--- config.mk ---
export PLATFORM = sky130hd
export DESIGN_NAME = lidar_range_frame_parser_top
export DESIGN_NICKNAME = d
export VERILOG_FILES = /design/src/rtl/lrfp_pkg.sv /design/src/rtl/lrfp_step.sv /design/src/rtl/lidar_range_frame_parser_top.sv
export SDC_FILE = /design/constraint.sdc
export NUM_CORES = 1
export LEC_CHECK = 0
export ABC_AREA = 0
export CORE_MARGIN = 4
export CORE_UTILIZATION = 48
export DETAILED_ROUTE_END_ITERATION = 8
export DONT_BUFFER_PORTS = 1
export HOLD_SLACK_MARGIN = 0.08
export PLACE_DENSITY_LB_ADDON = 0.1
export SLEW_MARGIN = 30
export SYNTH_ARGS = -nofsm -noshare
export SYNTH_HDL_FRONTEND = slang
export SYNTH_HIERARCHICAL = 1
export SYNTH_SLANG_ARGS = --single-unit
--- constraint.sdc ---
create_clock -name clk -period 4.2 [get_ports clk]
set_input_delay 0 -clock clk [delete_from_list [all_inputs] [get_ports clk]]
set_output_delay 0 -clock clk [all_outputs]
set_load 0.005 [all_outputs]
--- src/rtl/lrfp_pkg.sv ---
// Shared types and constants for the range sensor frame parser.
// No dependencies; imported by lrfp_step and lidar_range_frame_parser_top.
package lrfp_pkg;

  localparam logic [7:0]  HEADER_BYTE       = 8'h5C;
  localparam logic [15:0] OUT_OF_RANGE_CODE = 16'd50000;
  localparam logic [15:0] INVALID_DISTANCE  = 16'hFFFF;
  localparam logic [15:0] DEFAULT_TIMEOUT   = 16'd2000;

  typedef enum logic {
    OP_BYTE = 1'b0,
    OP_TICK = 1'b1
  } opcode_t;

  typedef enum logic {
    REG_OFFSET  = 1'b0,
    REG_TIMEOUT = 1'b1
  } reg_index_t;

  typedef enum logic [1:0] {
    POS_IDLE = 2'd0,
    POS_LOW  = 2'd1,
    POS_HIGH = 2'd2,
    POS_SUM  = 2'd3
  } byte_pos_t;

  typedef struct packed {
    logic        in_frame;
    byte_pos_t   byte_position;
    logic [7:0]  low_byte;
    logic [7:0]  high_byte;
    logic [15:0] distance;
    logic [15:0] ticks_since_fresh;
  } parser_state_t;

  typedef struct packed {
    logic [15:0] distance_mm;
    logic        frame_done;
    logic        fresh_reading;
    logic        checksum_error;
  } parser_result_t;

endpackage

--- src/rtl/lrfp_step.sv ---
// Next-state and result logic for one parser transfer (byte or tick).
// Depends on lrfp_pkg.
module lrfp_step (
  input  logic                   opcode,
  input  logic [7:0]             rx_byte,
  input  logic signed [15:0]     offset_mm,
  input  logic [15:0]            timeout_ticks,
  input  lrfp_pkg::parser_state_t  cur,
  output lrfp_pkg::parser_state_t  nxt,
  output lrfp_pkg::parser_result_t res
);
  import lrfp_pkg::*;

  logic [15:0] raw;
  logic [7:0]  expect_sum;
  logic [17:0] corr;
  logic [15:0] clamped;

  assign raw        = {cur.high_byte, cur.low_byte};
  assign expect_sum = ~(cur.low_byte + cur.high_byte);
  assign corr       = $signed({2'b00, raw}) + $signed({{2{offset_mm[15]}}, offset_mm});

  always_comb begin
    if (corr[17]) begin
      clamped = 16'd0;
    end else if (corr[16]) begin
      clamped = INVALID_DISTANCE;
    end else begin
      clamped = corr[15:0];
    end
  end

  always_comb begin
    nxt                = cur;
    res.frame_done     = 1'b0;
    res.fresh_reading  = 1'b0;
    res.checksum_error = 1'b0;
    if (opcode_t'(opcode) == OP_TICK) begin
      if (cur.ticks_since_fresh != 16'hFFFF) begin
        nxt.ticks_since_fresh = cur.ticks_since_fresh + 16'd1;
      end
    end else if (!cur.in_frame) begin
      if (rx_byte == HEADER_BYTE) begin
        nxt.in_frame      = 1'b1;
        nxt.byte_position = POS_LOW;
      end
    end else begin
      unique case (cur.byte_position)
        POS_IDLE, POS_LOW: begin
          nxt.low_byte      = rx_byte;
          nxt.byte_position = POS_HIGH;
        end
        POS_HIGH: begin
          nxt.high_byte     = rx_byte;
          nxt.byte_position = POS_SUM;
        end
        POS_SUM: begin
          nxt.in_frame      = 1'b0;
          nxt.byte_position = POS_IDLE;
          if (expect_sum == rx_byte) begin
            res.frame_done = 1'b1;
            if (raw == OUT_OF_RANGE_CODE) begin
              nxt.distance = INVALID_DISTANCE;
            end else begin
              nxt.distance          = clamped;
              nxt.ticks_since_fresh = 16'd0;
              res.fresh_reading     = 1'b1;
            end
          end else begin
            res.checksum_error = 1'b1;
          end
        end
        default: begin
          nxt.byte_position = POS_HIGH;
        end
      endcase
    end
    if (nxt.ticks_since_fresh > timeout_ticks) begin
      nxt.distance = INVALID_DISTANCE;
    end
    res.distance_mm = nxt.distance;
  end

endmodule

--- src/rtl/lidar_range_frame_parser_top.sv ---
// Range sensor serial frame parser with freshness timeout: top level.
// Depends on lrfp_pkg and lrfp_step.
//
// Each transfer is a serial byte or a millisecond tick and yields exactly one
// result: the current distance and the frame flags. A transfer passes through
// the input register, then the result register; one transfer is accepted
// every cycle while the result side keeps up, set by the state update between
// the two registers. Configuration writes take effect at once and
// should be made while no transfer is in flight.
module lidar_range_frame_parser_top (
  input  logic        clk,
  input  logic        rst,
  input  logic        cfg_we,
  input  logic        cfg_index,
  input  logic [15:0] cfg_wdata,
  input  logic        in_valid,
  output logic        in_ready,
  input  logic        opcode,
  input  logic [7:0]  rx_byte,
  output logic        out_valid,
  input  logic        out_ready,
  output logic [15:0] distance_mm,
  output logic        frame_done,
  output logic        fresh_reading,
  output logic        checksum_error
);
  import lrfp_pkg::*;

  logic signed [15:0] offset_mm;
  logic [15:0]        timeout_ticks;
  logic               s1_valid;
  logic               s1_opcode;
  logic [7:0]         s1_byte;
  logic               advance;
  parser_state_t      st;
  parser_state_t      st_next;
  parser_result_t     res;

  assign advance  = !out_valid || out_ready;
  assign in_ready = !s1_valid || advance;

  always_ff @(posedge clk) begin
    if (rst) begin
      offset_mm     <= '0;
      timeout_ticks <= DEFAULT_TIMEOUT;
    end else if (cfg_we) begin
      unique case (reg_index_t'(cfg_index))
        REG_OFFSET:  offset_mm     <= cfg_wdata;
        REG_TIMEOUT: timeout_ticks <= cfg_wdata;
        default: ;
      endcase
    end
  end

  always_ff @(posedge clk) begin
    if (rst) begin
      s1_valid <= 1'b0;
    end else if (in_ready) begin
      s1_valid <= in_valid;
    end
    if (in_ready && in_valid) begin
      s1_opcode <= opcode;
      s1_byte   <= rx_byte;
    end
  end

  lrfp_step u_step (
    .opcode        (s1_opcode),
    .rx_byte       (s1_byte),
    .offset_mm     (offset_mm),
    .timeout_ticks (timeout_ticks),
    .cur           (st),
    .nxt           (st_next),
    .res           (res)
  );

  always_ff @(posedge clk) begin
    if (rst) begin
      st.in_frame          <= 1'b0;
      st.byte_position     <= POS_IDLE;
      st.low_byte          <= '0;
      st.high_byte         <= '0;
      st.distance          <= INVALID_DISTANCE;
      st.ticks_since_fresh <= '0;
    end else if (s1_valid && advance) begin
      st <= st_next;
    end
  end

  always_ff @(posedge clk) begin
    if (rst) begin
      out_valid <= 1'b0;
    end else if (advance) begin
      out_valid <= s1_valid;
    end
    if (s1_valid && advance) begin
      distance_mm    <= res.distance_mm;
      frame_done     <= res.frame_done;
      fresh_reading  <= res.fresh_reading;
      checksum_error <= res.checksum_error;
    end
  end

`ifndef SYNTH
  a_fresh_is_frame: assert property (@(posedge clk) disable iff (rst)
    out_valid && fresh_reading |-> frame_done)
    else $error("fresh reading without completed frame");

  a_flags_exclusive: assert property (@(posedge clk) disable iff (rst)
    out_valid |-> !(frame_done && checksum_error))
    else $error("frame both good and bad");

  a_idle_position: assert property (@(posedge clk) disable iff (rst)
    !st.in_frame |-> st.byte_position == POS_IDLE)
    else $error("byte position set outside a frame");

  a_reset_empty: assert property (@(posedge clk)
    rst |=> !out_valid && !s1_valid)
    else $error("pipeline not empty after reset");
`endif

endmodule
==> flow_summary_export.csv <==
group,metric,value,unit
outcome,status,"complete, but fails checks",
outcome,violations,"hold timing, setup timing",
cts,clk_latency,0.41,ns
synthesis,synth.net_count,900,
setup_path,ff2ff_setup_slack,-0.37,ns
synthesis,synth.distinct_cells,59,
place,placement.io_buffers,0,
synthesis,ys_async_sr_fraction,0,
layout,antenna_cells,0,
setup_path,r2r-start,"st[40]",
detailed_routing,drtAntennaViolNets,0,
power_and_ir_drop,cellPowerDensity,280,nW/µm²
timing,fmax,219,MHz
setup_path,cp-end-kind,"flip-flop",
power_and_ir_drop,pwr-share-seq,0.418,
setup_path,rr_worst_depth,23,
power_and_ir_drop,p_int,0.00211,W
layout,mostFrequentLayoutCells,"131 x dlygate4sd3_1, 102 x nand2_1, 83 x dfxtp_1",
power_and_ir_drop,switching_power,0.000656,W
die,rows,44,
cts,cts_buffers,17,
die,start_util,0.490,
hold_path,min_to,"st[20]",
detailed_routing,drt_iter0_drc,467,
hold_path,hp-class,"primary input to flip-flop",
grt,grt_max_degree,137,
cts,cts_tree,"built",
grt,grt_pass1_wl,33.5,mm
timing,whs,-0.163,ns
grt,grt_overflow,0,
hold_path,hold_path_depth,2,
place,dp_cells,1016,
die,die_w,130,µm
timing,relSlewSlack,0.309,
setup_path,critPathKind,"flip-flop to flip-flop",
cts,clk_pin_slew,0.05,ns
synthesis,synth.top_cell.area_share,0.238,
timing,rsz0062_at_grt,"yes",
timing,slew_viol_final,0,
power_and_ir_drop,p_leak,3.97,nW
setup_path,cp.required,4.47,ns
grt,grt_pass1_vias,6807,
job,maxCapViolCount,0,
cts,clockRootBuffer,"clkbuf_16",
power_and_ir_drop,clock_power_share,0.507,
timing,layout_setup_ws,-0.369,ns
setup_path,cp.arrival,4.84,ns
detailed_routing,drt-total-wl,20.5,mm
place,dpl.hpwl,12.9,mm
detailed_routing,drtPass1Iterations,6,
layout,nets,1069,
timing,period_needed,4.57,ns
detailed_routing,num_vias,6638,
power_and_ir_drop,p_sw_frac,0.237,
setup_path,worst_r2r_endpoint,"st[22]",
die,die_area,16900,µm²
synthesis,synth-seq-cells,113,
cts,clock-sinks,113,
synthesis,synthCells,826,
timing,finalClockSkew,0.00617,ns
cts,ctsHoldBuffers,131,
synthesis,synth_area_leaders,"dfxtp_1 24%, edfxtp_1 12%, mux2i_1 7.3%, ha_1 7.2%, nand2b_1 6.3%",
setup_path,path_max_fanout,7,
cts,clockBufferDepth,2,
timing,tightest_slew,1.03,ns
power_and_ir_drop,comb_power_share,0.075,
grt,grt_usage,0.250,
synthesis,synth_seq_area_share,0.356,
detailed_routing,wl_per_cell,17.2,µm
cts,cts_max_level,4,
detailed_routing,drc,0,
synthesis,syn_area,7150,µm²
synthesis,syn_area_per_cell,8.66,µm²
detailed_routing,via_per_inst,5.57,
setup_path,worstSetupStartpointType,"flip-flop",
timing,finalSetupViolCount,28,
die,die_h,130,µm
grt,antenna_found_initial,0,
layout,drive_gt1_frac,0.185,
die,core-area,14600,µm²
layout,area.growth.synth_to_final,38.5,%
synthesis,synth_ff_type,"dfxtp_1",
timing,hold_viol,16,
layout,final_common_cell,"dlygate4sd3_1",
synthesis,yosysTopAreaCell,"dfxtp_1",
die,io_pins,52,
synthesis,synth_enable_flop_cells,28,
layout,fin_cells,1191,
timing,fin_crit_sh,1.09,
hold_path,hp-start,"rst",
power_and_ir_drop,peakVddDrop,0.000277,V
place,place_congestion,0.843,
synthesis,ys.warnings.count,6,
==> flip-flops by register name, summed over array words and instances, names as in the netlist <==
register        cells
timeout_ticks      16
frame_done          1
s1_valid            1
s1_opcode           1
fresh_reading       1
distance_mm        16
checksum_error      1
s1_byte             8
offset_mm          16
st                 51
out_valid           1
==> cells in the mapped netlist (4+ instances only) <==
master    number
nand2_1      103
dfxtp_1       85
nor2_1        74
nand2b_1      72
a21oi_1       63
mux2i_1       52
ha_1          41
inv_1         34
o21ai_0       33
edfxtp_1      28
buf_4         20
nand4_1       16
xnor2_1       16
mux2_2        14
nand3_1       14
clkbuf_1      12
xor2_1        11
nor3_1        10
buf_2          9
nand3b_1       8
o21a_1         8
buf_6          7
o211ai_1       7
o21ai_1        7
and3_1         6
o21bai_1       6
a221oi_1       5
nor2b_1        5
nor4b_1        5
a211oi_1       4
a31oi_1        4
clkbuf_2       4
o22ai_1        4
==> cells by family (layout without fill, tap and decap cells) <==
logic type | after synthesis | in the layout | share of synthesized area
compound gates | 159 | 159 | 0.137
xor+xnor | 27 | 27 | 0.0331
fa+ha+maj | 43 | 43 | 0.0773
buf+inv | 86 | 266 | 0.0653
flops | 113 | 113 | 0.356
mux | 66 | 66 | 0.0948
simple gates | 332 | 333 | 0.237
==> through the flow <==
stage	TNS, ns	setup slack [ns]	instance area, µm²	util	total power, W
2_1_floorplan	-0.216	-0.0922	7210	-	0.00132
3_3_place_gp	-8.21	-0.371	7560	0.518	0.00134
3_5_place_dp	-11.71	-0.532	7560	0.518	0.00134
4_1_cts	-2.98	-0.210	9790	0.671	0.00277
5_1_grt	-11.27	-0.555	9900	0.679	0.00286
6_report	-5.72	-0.369	9900	0.679	0.00277
==> metal layers <==
metal  GRT usage  vias to the layer above  share of wire
met3      0.0458                       48          0.042
li1            -                     3218              -
met1       0.291                     3192           0.41
met4       0.103                        0          0.033
met5           0                        -              0
met2       0.451                      180           0.51
==> final cells by class <==
cell class | count | area (µm²)
Fill cell | 1113 | 4680
Multi-Input combinational cell | 628 | 4520
Sequential cell | 113 | 2550
Timing Repair Buffer | 201 | 1890
Clock buffer | 21 | 514
Tap cell | 184 | 230
Inverter | 34 | 130
Clock inverter | 10 | 68.8
==> worst max-delay path: stages (launching register included) <==
cell       delay [ns]
dfxtp_2          0.35
ha_4             0.14
inv_2            0.04
fa_2             0.36
xnor2_2          0.16
xnor2_2          0.16
a2111oi_4        0.36
nand3_2          0.16
nor4b_4          0.30
buf_6            0.18
nand2_8          0.09
nand3_2          0.13
o21ai_2          0.07
ha_1             0.31
a211oi_2         0.18
o21ai_1          0.12
o211ai_1         0.16
a31oi_4          0.19
buf_6            0.16
or2_4            0.24
a221oi_4         0.28
nor2_2           0.06
nor2_1           0.13
mux2i_1          0.09
==> what timing repair did <==
| item | CTS | global route |
|---|---|---|
| setup buffers | 11 | 2 |
| endpoints found under the setup margin | 32 | 32 |
| hold endpoints to repair | 104 | 16 |
| pin swaps | 18 | 5 |
| gates resized for setup | 53 | 24 |
| cloned | 2 | 0 |
==> power by group through the flow <==
| stage | clock, W | combinational, W | sequential, W |
|---|---|---|---|
| 6_report | 0.00141 | 0.000208 | 0.00116 |
| 3_5_place_dp | 0 | 0.000162 | 0.00118 |
| 5_1_grt | 0.00147 | 0.000228 | 0.00116 |
| 4_1_cts | 0.00142 | 0.000198 | 0.00116 |
| 3_3_place_gp | 0 | 0.000159 | 0.00118 |
| 2_1_floorplan | 0 | 0.000147 | 0.00117 |
==> how the worst max path moves through the flow <==
stage / start / to / slack [ns] / cells after the start
6_report: st[40] / st[22] / -0.37 / 23
5_1_grt: st[40] / st[22] / -0.55 / 24
4_1_cts: st[32] / st[16] / -0.21 / 24
3_5_place_dp: st[32] / st[25] / -0.53 / 22
3_3_place_gp: st[32] / st[16] / -0.37 / 23
2_1_floorplan: st[40] / distance_mm[6] / -0.09 / 23
Note: power is estimated with default switching activity, not from simulation.
